**config.mk**
```make
export PLATFORM = sky130hd
export DESIGN_NAME = six_channel_moving_average_flat
export DESIGN_NICKNAME = d
export VERILOG_FILES = /design/src/scma_pkg.sv /design/src/scma_in_if.sv /design/src/scma_out_if.sv /design/src/scma_ram.sv /design/src/six_channel_moving_average.sv /design/src/flat_wrapper.sv
export SDC_FILE = /design/constraint.sdc
export NUM_CORES = 2
export LEC_CHECK = 0
export ABC_AREA = 1
export BUFFER_PORTS_ARGS = -buffer_cell sky130_fd_sc_hd__buf_4
export CAP_MARGIN = 5
export CELL_PAD_IN_SITES_DETAIL_PLACEMENT = 1
export CELL_PAD_IN_SITES_GLOBAL_PLACEMENT = 2
export CORE_AREA = 2 2 408 410
export CTS_BUF_LIST = sky130_fd_sc_hd__clkbuf_4
export CTS_CLUSTER_SIZE = 12
export DETAILED_ROUTE_END_ITERATION = 10
export DIE_AREA = 0 0 410 412
export GPL_ROUTABILITY_DRIVEN = 0
export PLACE_DENSITY = 0.88
export SLEW_MARGIN = 15
export SYNTH_ARGS = -nofsm -noshare
export SYNTH_HDL_FRONTEND = slang
export SYNTH_SLANG_ARGS = --single-unit
export TNS_END_PERCENT = 20
```
**constraint.sdc**
```tcl
create_clock -name clk -period 20.1 [get_ports clk]
set_input_delay 5.025 -clock clk [delete_from_list [all_inputs] [get_ports clk]]
set_output_delay 5.025 -clock clk [all_outputs]
set_load 0.01 [all_outputs]
```
**src/scma_pkg.sv**
```systemverilog
// Shared constants and types for the six-channel moving average.
// No dependencies; compiled first.
package scma_pkg;

    // Width of the window_size configuration register.
    localparam int CFG_BITS = 5;

    // window_size after reset.
    localparam logic [CFG_BITS-1:0] WINDOW_RESET = 5'd10;

    // Point x/y/z and direction x/y/z.
    localparam int NUM_CH  = 6;
    localparam int CH_BITS = 3;

    typedef logic [CH_BITS-1:0] ch_idx_t;

    localparam ch_idx_t LAST_CH = ch_idx_t'(NUM_CH - 1);

endpackage

```
**src/scma_in_if.sv**
```systemverilog
// Input channel: one line estimate per item, valid/ready handshake.
// Depends on nothing; sample width is an interface parameter.
interface scma_in_if #(
    parameter int SAMPLE_BITS = 16
);
    logic                          valid;
    logic                          ready;
    logic                          line_present;
    logic signed [SAMPLE_BITS-1:0] point_x;
    logic signed [SAMPLE_BITS-1:0] point_y;
    logic signed [SAMPLE_BITS-1:0] point_z;
    logic signed [SAMPLE_BITS-1:0] dir_x;
    logic signed [SAMPLE_BITS-1:0] dir_y;
    logic signed [SAMPLE_BITS-1:0] dir_z;

    modport source (
        output valid, line_present, point_x, point_y, point_z, dir_x, dir_y, dir_z,
        input  ready
    );

    modport sink (
        input  valid, line_present, point_x, point_y, point_z, dir_x, dir_y, dir_z,
        output ready
    );
endinterface

```
**src/scma_out_if.sv**
```systemverilog
// Output channel: channel means and entry count, valid/ready handshake.
// Depends on nothing; widths are interface parameters.
interface scma_out_if #(
    parameter int SAMPLE_BITS = 16,
    parameter int COUNT_BITS  = 5
);
    logic                          valid;
    logic                          ready;
    logic signed [SAMPLE_BITS-1:0] avg_point_x;
    logic signed [SAMPLE_BITS-1:0] avg_point_y;
    logic signed [SAMPLE_BITS-1:0] avg_point_z;
    logic signed [SAMPLE_BITS-1:0] avg_dir_x;
    logic signed [SAMPLE_BITS-1:0] avg_dir_y;
    logic signed [SAMPLE_BITS-1:0] avg_dir_z;
    logic        [COUNT_BITS-1:0]  entries_used;

    modport source (
        output valid, avg_point_x, avg_point_y, avg_point_z,
               avg_dir_x, avg_dir_y, avg_dir_z, entries_used,
        input  ready
    );

    modport sink (
        input  valid, avg_point_x, avg_point_y, avg_point_z,
               avg_dir_x, avg_dir_y, avg_dir_z, entries_used,
        output ready
    );
endinterface

```
**src/scma_ram.sv**
```systemverilog
// Generic single-write, single-read RAM with registered read data.
// No dependencies.
module scma_ram #(
    parameter int WIDTH = 96,
    parameter int DEPTH = 16
) (
    input  logic                     clk,
    input  logic                     we,
    input  logic [$clog2(DEPTH)-1:0] waddr,
    input  logic [WIDTH-1:0]         wdata,
    input  logic [$clog2(DEPTH)-1:0] raddr,
    output logic [WIDTH-1:0]         rdata
);

    logic [WIDTH-1:0] mem [DEPTH];

    always_ff @(posedge clk)
    begin
        if (we)
        begin
            mem[waddr] <= wdata;
        end
        rdata <= mem[raddr];
    end

endmodule

```
**src/six_channel_moving_average.sv**
```systemverilog
// Six-channel moving average of line estimates (point and direction, Q3.12).
// Depends on scma_pkg, scma_in_if, scma_out_if and scma_ram.
//
// Usage:
//   estimate : input item channel (valid/ready). An item with line_present
//              low is taken and dropped; it yields no result.
//   average  : result channel (valid/ready). One result per item with a line:
//              six channel means, truncated toward zero, and entries_used.
//   cfg_we / cfg_wdata : writes window_size (0 acts as 1, values above
//              WINDOW_MAX act as WINDOW_MAX). Write only while idle.
// Timing: ready is high only while idle. An item with a line first drops old
//   entries as the window requires (none or one in steady state), then stores
//   and adds the new entry and divides each channel sum in turn. The next item
//   is taken only after the result has been taken. One shared add/subtract
//   unit does every step, one division bit per cycle.
// Reset: window_size returns to 10, the history becomes empty and the sums
//   clear. Stored entries are never read before being written.
// Stall: the result is held in output registers until taken; no new item is
//   accepted meanwhile.
module six_channel_moving_average #(
    parameter int WINDOW_MAX  = 16,
    parameter int SAMPLE_BITS = 16
) (
    input  logic                              clk,
    input  logic                              rst_n,
    input  logic                              cfg_we,
    input  logic [scma_pkg::CFG_BITS-1:0]     cfg_wdata,
    scma_in_if.sink                           estimate,
    scma_out_if.source                        average
);

    import scma_pkg::*;

    localparam int PTR_BITS  = $clog2(WINDOW_MAX);
    localparam int CNT_BITS  = $clog2(WINDOW_MAX + 1);
    localparam int SLOT_BITS = CNT_BITS + 1;
    // Sum of WINDOW_MAX samples never leaves this range.
    localparam int SUM_BITS  = SAMPLE_BITS + $clog2(WINDOW_MAX);
    localparam int ALU_BITS  = SUM_BITS + 1;
    localparam int STEP_BITS = $clog2(SUM_BITS);
    localparam int WORD_BITS = NUM_CH * SAMPLE_BITS;

    typedef enum logic [2:0] {
        S_IDLE,   // waiting for an item
        S_CHECK,  // drop oldest or store new entry
        S_POP,    // subtract dropped entry, one channel per cycle
        S_ADD,    // add new entry, one channel per cycle
        S_NEG,    // take magnitude of channel sum
        S_DIV,    // restoring division, one quotient bit per cycle
        S_FIX,    // restore sign of quotient
        S_OUT     // result waiting for the receiver
    } state_t;

    state_t                        state_reg, state_next;
    logic [CFG_BITS-1:0]           window_size_reg, window_size_next;
    logic [PTR_BITS-1:0]           oldest_reg, oldest_next;
    logic [CNT_BITS-1:0]           count_reg, count_next;
    ch_idx_t                       ch_reg, ch_next;
    logic signed [SUM_BITS-1:0]    sum_reg [NUM_CH];
    logic signed [SUM_BITS-1:0]    sum_next [NUM_CH];
    logic signed [SAMPLE_BITS-1:0] samp_reg [NUM_CH];
    logic signed [SAMPLE_BITS-1:0] samp_next [NUM_CH];
    logic signed [SAMPLE_BITS-1:0] avg_reg [NUM_CH];
    logic signed [SAMPLE_BITS-1:0] avg_next [NUM_CH];
    logic [SUM_BITS-1:0]           dvd_reg, dvd_next;    // dividend, then quotient
    logic [CNT_BITS-1:0]           rem_reg, rem_next;
    logic [STEP_BITS-1:0]          step_reg, step_next;
    logic                          neg_reg, neg_next;

    // Shared add/subtract unit.
    logic signed [ALU_BITS-1:0]    alu_a, alu_b, alu_y;
    logic                          alu_sub;

    // History memory.
    logic                          ram_we;
    logic [PTR_BITS-1:0]           ram_waddr;
    logic [WORD_BITS-1:0]          ram_wdata, ram_rdata;

    logic [CNT_BITS-1:0]           win_eff;
    int                            win_int;
    logic [SLOT_BITS-1:0]          slot_sum, oldest_inc;
    logic signed [SUM_BITS-1:0]    cur_sum;
    logic signed [SAMPLE_BITS-1:0] pop_sample;
    logic [CNT_BITS:0]             rem_shift;
    logic                          div_ge;

    assign alu_y = alu_sub ? (alu_a - alu_b) : (alu_a + alu_b);

    scma_ram #(
        .WIDTH (WORD_BITS),
        .DEPTH (WINDOW_MAX)
    ) u_history (
        .clk   (clk),
        .we    (ram_we),
        .waddr (ram_waddr),
        .wdata (ram_wdata),
        .raddr (oldest_reg),   // always reads the oldest entry
        .rdata (ram_rdata)
    );

    // Effective window: zero acts as one, clamp at WINDOW_MAX.
    always_comb
    begin
        win_int = int'(window_size_reg);
        if (win_int == 0)
        begin
            win_int = 1;
        end
        else if (win_int > WINDOW_MAX)
        begin
            win_int = WINDOW_MAX;
        end
        win_eff = CNT_BITS'(win_int);
    end

    // Ring pointer arithmetic; both sums stay below twice the depth.
    always_comb
    begin
        slot_sum = SLOT_BITS'(oldest_reg) + SLOT_BITS'(count_reg);
        if (slot_sum >= SLOT_BITS'(WINDOW_MAX))
        begin
            slot_sum = slot_sum - SLOT_BITS'(WINDOW_MAX);
        end
        oldest_inc = SLOT_BITS'(oldest_reg) + SLOT_BITS'(1);
        if (oldest_inc >= SLOT_BITS'(WINDOW_MAX))
        begin
            oldest_inc = '0;
        end
    end

    assign ram_waddr  = slot_sum[PTR_BITS-1:0];
    assign cur_sum    = sum_reg[ch_reg];
    assign pop_sample = ram_rdata[int'(ch_reg) * SAMPLE_BITS +: SAMPLE_BITS];
    assign rem_shift  = {rem_reg, dvd_reg[SUM_BITS-1]};

    always_comb
    begin
        for (int i = 0; i < NUM_CH; i++)
        begin
            ram_wdata[i*SAMPLE_BITS +: SAMPLE_BITS] = samp_reg[i];
        end
    end

    // Sequencer.
    always_comb
    begin
        state_next       = state_reg;
        window_size_next = window_size_reg;
        oldest_next      = oldest_reg;
        count_next       = count_reg;
        ch_next          = ch_reg;
        sum_next         = sum_reg;
        samp_next        = samp_reg;
        avg_next         = avg_reg;
        dvd_next         = dvd_reg;
        rem_next         = rem_reg;
        step_next        = step_reg;
        neg_next         = neg_reg;
        alu_a            = '0;
        alu_b            = '0;
        alu_sub          = 1'b0;
        ram_we           = 1'b0;
        div_ge           = 1'b0;

        if (cfg_we)
        begin
            window_size_next = cfg_wdata;
        end

        case (state_reg)
            S_IDLE:
            begin
                if (estimate.valid && estimate.line_present)
                begin
                    samp_next[0] = estimate.point_x;
                    samp_next[1] = estimate.point_y;
                    samp_next[2] = estimate.point_z;
                    samp_next[3] = estimate.dir_x;
                    samp_next[4] = estimate.dir_y;
                    samp_next[5] = estimate.dir_z;
                    state_next   = S_CHECK;
                end
            end

            S_CHECK:
            begin
                ch_next = '0;
                if (count_reg >= win_eff)
                begin
                    // oldest entry's data shows up on the read port next cycle
                    state_next = S_POP;
                end
                else
                begin
                    ram_we     = 1'b1;
                    state_next = S_ADD;
                end
            end

            S_POP:
            begin
                alu_a   = ALU_BITS'(cur_sum);
                alu_b   = ALU_BITS'(pop_sample);
                alu_sub = 1'b1;
                sum_next[ch_reg] = alu_y[SUM_BITS-1:0];
                if (ch_reg == LAST_CH)
                begin
                    oldest_next = oldest_inc[PTR_BITS-1:0];
                    count_next  = count_reg - CNT_BITS'(1);
                    state_next  = S_CHECK;
                end
                else
                begin
                    ch_next = ch_reg + ch_idx_t'(1);
                end
            end

            S_ADD:
            begin
                alu_a = ALU_BITS'(cur_sum);
                alu_b = ALU_BITS'(samp_reg[ch_reg]);
                sum_next[ch_reg] = alu_y[SUM_BITS-1:0];
                if (ch_reg == LAST_CH)
                begin
                    count_next = count_reg + CNT_BITS'(1);
                    ch_next    = '0;
                    state_next = S_NEG;
                end
                else
                begin
                    ch_next = ch_reg + ch_idx_t'(1);
                end
            end

            S_NEG:
            begin
                alu_b    = ALU_BITS'(cur_sum);
                alu_sub  = 1'b1;
                neg_next = cur_sum[SUM_BITS-1];
                dvd_next = cur_sum[SUM_BITS-1] ? alu_y[SUM_BITS-1:0] : cur_sum;
                rem_next = '0;
                step_next  = '0;
                state_next = S_DIV;
            end

            S_DIV:
            begin
                alu_a   = ALU_BITS'(rem_shift);
                alu_b   = ALU_BITS'(count_reg);
                alu_sub = 1'b1;
                div_ge  = !alu_y[ALU_BITS-1];
                rem_next = div_ge ? alu_y[CNT_BITS-1:0] : rem_shift[CNT_BITS-1:0];
                dvd_next = {dvd_reg[SUM_BITS-2:0], div_ge};
                if (step_reg == STEP_BITS'(SUM_BITS - 1))
                begin
                    state_next = S_FIX;
                end
                else
                begin
                    step_next = step_reg + STEP_BITS'(1);
                end
            end

            S_FIX:
            begin
                alu_b   = ALU_BITS'(dvd_reg);
                alu_sub = neg_reg;
                avg_next[ch_reg] = alu_y[SAMPLE_BITS-1:0];
                if (ch_reg == LAST_CH)
                begin
                    ch_next    = '0;
                    state_next = S_OUT;
                end
                else
                begin
                    ch_next    = ch_reg + ch_idx_t'(1);
                    state_next = S_NEG;
                end
            end

            S_OUT:
            begin
                if (average.ready)
                begin
                    state_next = S_IDLE;
                end
            end

            default:
            begin
                state_next = S_IDLE;
            end
        endcase
    end

    always_ff @(posedge clk or negedge rst_n)
    begin
        if (!rst_n)
        begin
            state_reg       <= S_IDLE;
            window_size_reg <= WINDOW_RESET;
            oldest_reg      <= '0;
            count_reg       <= '0;
            ch_reg          <= '0;
            dvd_reg         <= '0;
            rem_reg         <= '0;
            step_reg        <= '0;
            neg_reg         <= 1'b0;
            for (int i = 0; i < NUM_CH; i++)
            begin
                sum_reg[i]  <= '0;
                samp_reg[i] <= '0;
                avg_reg[i]  <= '0;
            end
        end
        else
        begin
            state_reg       <= state_next;
            window_size_reg <= window_size_next;
            oldest_reg      <= oldest_next;
            count_reg       <= count_next;
            ch_reg          <= ch_next;
            dvd_reg         <= dvd_next;
            rem_reg         <= rem_next;
            step_reg        <= step_next;
            neg_reg         <= neg_next;
            sum_reg         <= sum_next;
            samp_reg        <= samp_next;
            avg_reg         <= avg_next;
        end
    end

    // Channel hookup.
    assign estimate.ready       = (state_reg == S_IDLE);
    assign average.valid        = (state_reg == S_OUT);
    assign average.avg_point_x  = avg_reg[0];
    assign average.avg_point_y  = avg_reg[1];
    assign average.avg_point_z  = avg_reg[2];
    assign average.avg_dir_x    = avg_reg[3];
    assign average.avg_dir_y    = avg_reg[4];
    assign average.avg_dir_z    = avg_reg[5];
    assign average.entries_used = count_reg;

endmodule

```
**src/flat_wrapper.sv**
```systemverilog
// flat-port wrapper written by rule: the top's interface ports become plain ports
module six_channel_moving_average_flat import scma_pkg::*;
#(
    parameter int WINDOW_MAX  = 16,
    parameter int SAMPLE_BITS = 16
)
  (clk, rst_n, cfg_we, cfg_wdata, estimate_valid, estimate_line_present, estimate_point_x, estimate_point_y, estimate_point_z, estimate_dir_x, estimate_dir_y, estimate_dir_z, estimate_ready, average_valid, average_avg_point_x, average_avg_point_y, average_avg_point_z, average_avg_dir_x, average_avg_dir_y, average_avg_dir_z, average_entries_used, average_ready);
  scma_in_if #(.SAMPLE_BITS(SAMPLE_BITS)) estimate_i ();
  scma_out_if #(.SAMPLE_BITS(SAMPLE_BITS), .COUNT_BITS(CFG_BITS)) average_i ();
  input  logic clk;
  input  logic rst_n;
  input  logic cfg_we;
  input  logic [scma_pkg::CFG_BITS-1:0] cfg_wdata;
  input wire logic [$bits(estimate_i.valid)-1:0] estimate_valid;
  input wire logic [$bits(estimate_i.line_present)-1:0] estimate_line_present;
  input wire logic [$bits(estimate_i.point_x)-1:0] estimate_point_x;
  input wire logic [$bits(estimate_i.point_y)-1:0] estimate_point_y;
  input wire logic [$bits(estimate_i.point_z)-1:0] estimate_point_z;
  input wire logic [$bits(estimate_i.dir_x)-1:0] estimate_dir_x;
  input wire logic [$bits(estimate_i.dir_y)-1:0] estimate_dir_y;
  input wire logic [$bits(estimate_i.dir_z)-1:0] estimate_dir_z;
  output wire logic [$bits(estimate_i.ready)-1:0] estimate_ready;
  output wire logic [$bits(average_i.valid)-1:0] average_valid;
  output wire logic [$bits(average_i.avg_point_x)-1:0] average_avg_point_x;
  output wire logic [$bits(average_i.avg_point_y)-1:0] average_avg_point_y;
  output wire logic [$bits(average_i.avg_point_z)-1:0] average_avg_point_z;
  output wire logic [$bits(average_i.avg_dir_x)-1:0] average_avg_dir_x;
  output wire logic [$bits(average_i.avg_dir_y)-1:0] average_avg_dir_y;
  output wire logic [$bits(average_i.avg_dir_z)-1:0] average_avg_dir_z;
  output wire logic [$bits(average_i.entries_used)-1:0] average_entries_used;
  input wire logic [$bits(average_i.ready)-1:0] average_ready;
  assign estimate_i.valid = estimate_valid;
  assign estimate_i.line_present = estimate_line_present;
  assign estimate_i.point_x = estimate_point_x;
  assign estimate_i.point_y = estimate_point_y;
  assign estimate_i.point_z = estimate_point_z;
  assign estimate_i.dir_x = estimate_dir_x;
  assign estimate_i.dir_y = estimate_dir_y;
  assign estimate_i.dir_z = estimate_dir_z;
  assign estimate_ready = estimate_i.ready;
  assign average_valid = average_i.valid;
  assign average_avg_point_x = average_i.avg_point_x;
  assign average_avg_point_y = average_i.avg_point_y;
  assign average_avg_point_z = average_i.avg_point_z;
  assign average_avg_dir_x = average_i.avg_dir_x;
  assign average_avg_dir_y = average_i.avg_dir_y;
  assign average_avg_dir_z = average_i.avg_dir_z;
  assign average_entries_used = average_i.entries_used;
  assign average_i.ready = average_ready;
  six_channel_moving_average #(.WINDOW_MAX(WINDOW_MAX), .SAMPLE_BITS(SAMPLE_BITS)) u_core (.clk(clk), .rst_n(rst_n), .cfg_we(cfg_we), .cfg_wdata(cfg_wdata), .estimate(estimate_i), .average(average_i));
endmodule
```
### Word level (Yosys, flattened, before mapping)

Memories as Yosys holds them, arrays and structs flattened. A register that Yosys moved wholly into a read port is not among the register bits.
Cells that the tools add are included.

| word-level totals | value |
|---|---|
| register bits after elaboration | 363 |
| RAM bits | 1536 |
| input bits | 107 |
| output and inout port bits | 103 |
| word-level logic and storage cells | 122 |
| memories | 1 |

Memories:

| name | depth | bits a word | read ports | clocked after Yosys merged registers in | wr ports | line | text |
|---|---|---|---|---|---|---|---|
| u_core.u_history.mem | 16 | 96 | 1 | 1 | 1 | scma_ram.sv:15 | `logic [WIDTH-1:0] mem [DEPTH];` |

| operators by class | value |
|---|---|
| add/sub/neg operators | 9 |
| order comparisons | 6 |
| equality and inequality tests | 16 |
| shift operators | 1 |
| multiplexer cells | 44 |
| bitwise gates (word level) | 1 |
| reduce and logical (&&, ||, !) cells | 17 |

Operators with widths:

| kind | number |
|---|---|
| $bwmux W120 | 1 |
| $pmux W21 S5 | 1 |
| $bwmux W96 | 1 |
| $shiftx A96 B8 Y16 | 1 |
| $mux W20 | 4 |
| $bmux W20 S3 | 1 |
| $demux W20 S3 | 1 |
| $bmux W16 S3 | 1 |
| $demux W16 S3 | 1 |
| $mux W16 | 3 |
| $pmux W21 S2 | 1 |
| $pmux W20 S2 | 1 |
| $mux W5 | 6 |
| $pmux W5 S2 | 3 |
| $pmux W3 S8 | 1 |
| $add A21 B21 Y21 | 1 |
| $mux W21 | 1 |
| $mux W3 | 7 |
| $sub A21 B21 Y21 | 1 |
| $eq A3 B3 Y1 const B | 5 |
| $add A5 B1 Y5 const B | 2 |
| $ne A2 B1 Y1 const B | 5 |
| $pmux W3 S3 | 1 |
| $mux W4 | 2 |
| other kinds (30) | 42 |

### Longest topological paths before layout

| logic depth | value |
|---|---|
| word-level depth | 9 |
| gate-level depth with buffers | 36 |
| gate-level depth less buffers | 34 |

### By module

From an unflattened synthesis, not the netlist that was laid out.

| second synthesis, totals | value |
|---|---|
| cell total of the unflattened synthesis | 8681 |
| area total of the unflattened synthesis | 86610.6 sq um |

Modules (own cells, without submodules):

| module | instances | cells each | area an instance (sq um) | seq. area each (sq um) |
|---|---|---|---|---|
| scma_ram | 1 | 6304 | 67544.8 | 48046.1 |
| six_channel_moving_average | 1 | 2377 | 19065.8 | 9086.2 |

### Least setup slack after synthesis

Ideal clock, no wire load.

| path | value |
|---|---|
| kind | flip-flop to flip-flop |
| start | register u_core.window_size_reg[1] |
| end | memory u_core.u_history.mem[0][0] (enable) |
| setup time | 552 ps |
| arrival | 5940 ps |
| required time | 19548 ps |
| path slack | 13608 ps |
| cell stages (with the launch flop) | 12 |
| path buffers | 0 |
| clock period less this slack | 6492 ps |
| cell sequence | dfstp_2 > inv_1 > a21oi_1 > nor2_1 > ha_1 > o21a_1 > o21a_1 > o21a_1 > o21ai_0 > and3_1 > nand3_1 > nor2_1 |

| on the way | value |
|---|---|
| longest elaborated chain between the ends | 8 |
| elaborated cells on any way between the ends | 9 |
| those cells by class | order compare (2); mux (6); reduce/logical (1) |

RTL lines:

| what | line | text |
|---|---|---|
| from (decl) | six_channel_moving_average.sv:55 | `logic [CFG_BITS-1:0] window_size_reg, window_size_next;` |
| from (signal assigned) | six_channel_moving_average.sv:319 | `window_size_reg <= window_size_next;` |
| $gt A5 B5 Y1 | six_channel_moving_average.sv:109 | `else if (win_int > WINDOW_MAX)` |
| $mux W5 | six_channel_moving_average.sv:109 |  |
| $mux W5 * | six_channel_moving_average.sv:105 | `if (win_int == 0)` |
| $ge A5 B5 Y1 * | six_channel_moving_average.sv:188 | `if (count_reg >= win_eff)` |
| $mux W1 * | six_channel_moving_average.sv:188 |  |
| $mux W1 * | six_channel_moving_average.sv:170 | `case (state_reg)` |
| $mux W1 * | scma_ram.sv:19 | `if (we)` |
| $mux W1 (not written as such) * | scma_ram.sv:21 | `mem[waddr] <= wdata;` |
| to (decl) | scma_ram.sv:15 |  |

Mark *: on every way between the ends. The rest lies on a longest branch, timed or not.

### Worst setup path in the final report

| path | value |
|---|---|
| start | register u_core.state_reg[0] |
| end | output port average_valid |

| on the way | value |
|---|---|
| longest elaborated chain between the ends | 1 |

RTL lines:

| what | line | text |
|---|---|---|
| from (decl) | six_channel_moving_average.sv:54 | `state_t state_reg, state_next;` |
| from (signal assigned) | six_channel_moving_average.sv:318 | `state_reg <= state_next;` |
| $eq A3 B3 Y1 | six_channel_moving_average.sv:335 | `assign average.valid = (state_reg == S_OUT);` |
| to (decl) | flat_wrapper.sv:23 | `output wire logic [$bits(average_i.valid)-1:0] average_valid;` |

Every way passes these cells.

==> run_results.csv <==
group,metric,value,unit
status,status,"complete, no violations",
synthesis,synthesis.nets,6675,
synthesis,avgSynthCellArea,12.28,µm²
clock_tree,cts_resized,0,
sta,fin_crit,8.203,ns
cells_and_area,drive_above_1_share,17.63,%
cells_and_area,layout.cells.non_filler,9553,
setup_path,critPathKind,"reg -> out",
synthesis,synth_cell_types,51,
sta,fin_ws,11.90,ns
job,maxCapViolCount,0,
cells_and_area,largest_register_ffs,1536,
sta,post-route-period-util,40.81,%
sta,fmax,121.9,MHz
sta,relSlewSlack,17.08,%
synthesis,ys_seq_area_share,71.24,%
routing,viasPerCell,5.981,
setup_path,start_kind,"flop",
placed_design,placedCellCount,8607,
synthesis,ys_seq_elements,1995,
clock_tree,hold_buffers,0,
synthesis,yosysWarnings,0,
cells_and_area,layout_commonest_cell,"edfxtp_1",
cells_and_area,finalNetCount,7101,
clock_tree,clock_path_buffers,4,
clock_tree,clock_latency,1.40,ns
sta,rsz0062_at_grt,"no",
sta,tightest_slew,1.244,ns
clock_tree,cts_setup_buffers,0,
cells_and_area,stdcell_area,90670,µm²
clock_tree,root_buffer,"clkbuf_4",
sta,fin_skew,0.1121,ns
setup_path,required,15.07,ns
cells_and_area,syn_to_final_growth,13.07,%
placed_design,pre_cts_ws,12.62,ns
synthesis,synthArstFlopShare,18.20,%
placed_design,dp_hpwl,142.3,mm
global_route,grt_pass1_wl,377.8,mm
clock_tree,cts-htree-levels,6,
setup_path,critPathArrivalTime,3.18,ns
setup_path,worstPathMaxFanout,23,
clock_tree,cts_made_buffers,535,
sta,finalHoldViolations,0,
synthesis,synth_edf_count,1536,
sta,finalSetupViolCount,0,
floorplanning,io_pins,210,
floorplanning,die_w,410,µm
clock_tree,cts_tree,"built",
clock_tree,clk_pin_slew,0.06,ns
routing,dr.first_iter.drc_count,6511,
global_route,grt_max_degree,222,
floorplanning,start_util,48.82,%
routing,first_pass_iters,5,
floorplanning,rows,149,
power,seqPwrFrac,54.3,%
routing,wire_per_inst,26.82,µm
sta,report.final.slew_viol_count,0,
global_route,track_usage,30.04,%
sta,setup_tns,0,ns
synthesis,synthCells,6529,
global_route,grt_pass1_vias,59368,
power,netSwitchingFraction,21.65,%
power,ir_drop,73.83,µV
placed_design,numPortBuffers,209,
synthesis,syn-cell-area,80190,µm²
routing,num_vias,57135,
routing,drcViolationCount,0,
global_route,grt_antenna_before_repair,10,
floorplanning,die_y,412,µm
routing,ant_nets,0,
power,p_per_area,89.18,nW/µm²
cells_and_area,postLayoutCoreUtil,55.20,%
routing,wl,256.2,mm
setup_path,crit_path_end_kind,"primary output",
clock_tree,clock-sinks,1995,
floorplanning,core,164200,µm²
placed_design,dpl-instance-area,83870,µm²
synthesis,synthFlopType,"edfxtp_1",
power,power_leakage,0.03026,µW
power,clkPwrFrac,45.2,%
floorplanning,die_area,168900,µm²
power,p_comb_share,0.5,%
hold_path,hold_path_class,"reg -> reg",
power,p_int,6335,µW
cells_and_area,final_cell_mix,"1536 x edfxtp_1, 1087 x nand2_1, 964 x nor2_1",
power,net-switching-power,1751,µW
global_route,gr-total-overflow,0,
## power groups by stage
stage	Sequential (µW)	Combinational (µW)	Clock, µW
final	4390	42.3	3650
after global routing	4390	46.3	3920
after CTS	4390	43.8	3710
after detailed placement	4480	43.8	0
after global placement	4480	43.0	0
after floorplan	4480	3.55	0
## critical path: stages, from the launching register on
cell and delay [ns]:
dfrtp_1 0.92, nand2_1 0.22, nor2_1 0.45, buf_4 0.21
## final cells by class
type	instances	area [µm²]
clock inverter	143	804.5
fill	16901	73570
inverter	162	626.9
antenna	6	15.01
tap	2189	2739
multi-input combinational	3950	20950
clock buffer	797	5983
sequential	1995	57150
timing repair buffer	311	2405
## cell families (layout without fill, tap and decap cells)
group	after synthesis	count (layout)	synth area share [%]
mux	245	245	3.197
flops	1995	1995	71.24
compound gates	1267	1267	10.06
xor+xnor	44	44	0.4806
simple gates	2355	2355	11.56
other cells	0	6	0
buf+inv	584	1413	2.818
fa+ha+maj	39	39	0.6366
## cells in the mapped netlist (4+ instances only)
cell | n | area [µm²]
nand2_1 | 1087 | 4080
clkbuf_1 | 348 | 1306
dfrtp_1 | 361 | 9034
xnor2_1 | 16 | 140.1
nor2_2 | 9 | 56.30
inv_1 | 146 | 548.0
nor2_1 | 981 | 3682
buf_1 | 38 | 142.6
o21bai_1 | 4 | 30.03
nand2_2 | 4 | 25.02
buf_4 | 4 | 30.03
a31oi_1 | 11 | 68.82
o21ai_0 | 649 | 3248
o211ai_1 | 54 | 405.4
dfxtp_1 | 96 | 1922
a22oi_1 | 27 | 202.7
nand3_1 | 236 | 1181
or2_2 | 4 | 25.02
edfxtp_1 | 1536 | 46120
o21ai_1 | 12 | 60.06
mux2i_1 | 156 | 1562
a21oi_1 | 101 | 505.5
buf_2 | 30 | 150.1
o21a_1 | 4 | 30.03
o221ai_1 | 158 | 1384
ha_1 | 36 | 450.4
inv_2 | 14 | 52.55
o22ai_1 | 10 | 62.56
mux2_2 | 89 | 1002
nand4_1 | 18 | 112.6
o32ai_1 | 228 | 1997
and2_1 | 5 | 31.28
xor2_1 | 28 | 245.2
## metal layers
layer | part of all wire [%] | vias to the layer above | GRT usage [%]
li1 | - | 24762 | -
met1 | 42 | 29112 | 40.97
met2 | 47 | 2698 | 47.57
met3 | 8.3 | 555 | 6.149
met4 | 3.4 | 8 | 11.69
met5 | 0.019 | - | 0
## final timing paths
kind / endpoint / startpoint / slack [ns] / cells past startpoint
setup / recovery: average_valid / u_core.state_reg[0] / 11.90 / 3
hold / removal: u_core.sum_reg[90] / u_core.sum_reg[90] / 0.48 / 2
setup reg to reg: u_core.dvd_reg[14] / u_core.ch_reg[0] / 13.29 / 29
hold reg to reg: u_core.sum_reg[90] / u_core.sum_reg[90] / 0.48 / 2
max in group asynchronous: u_core.sum_reg[85] / rst_n / 14.12 / 3
min in group asynchronous: u_core.ram_wdata[23] / rst_n / 3.68 / 1
## per-stage QoR
| stage | hold slack [ns] | total power [µW] |
|---|---|---|
| after floorplan | 0.4451 | 4481 |
| after global placement | 0.4599 | 4520 |
| after detailed placement | 0.4697 | 4521 |
| after CTS | 0.4834 | 8146 |
| after global routing | 0.5026 | 8349 |
| final | 0.4821 | 8086 |
Power figures use the tool's default switching activity.
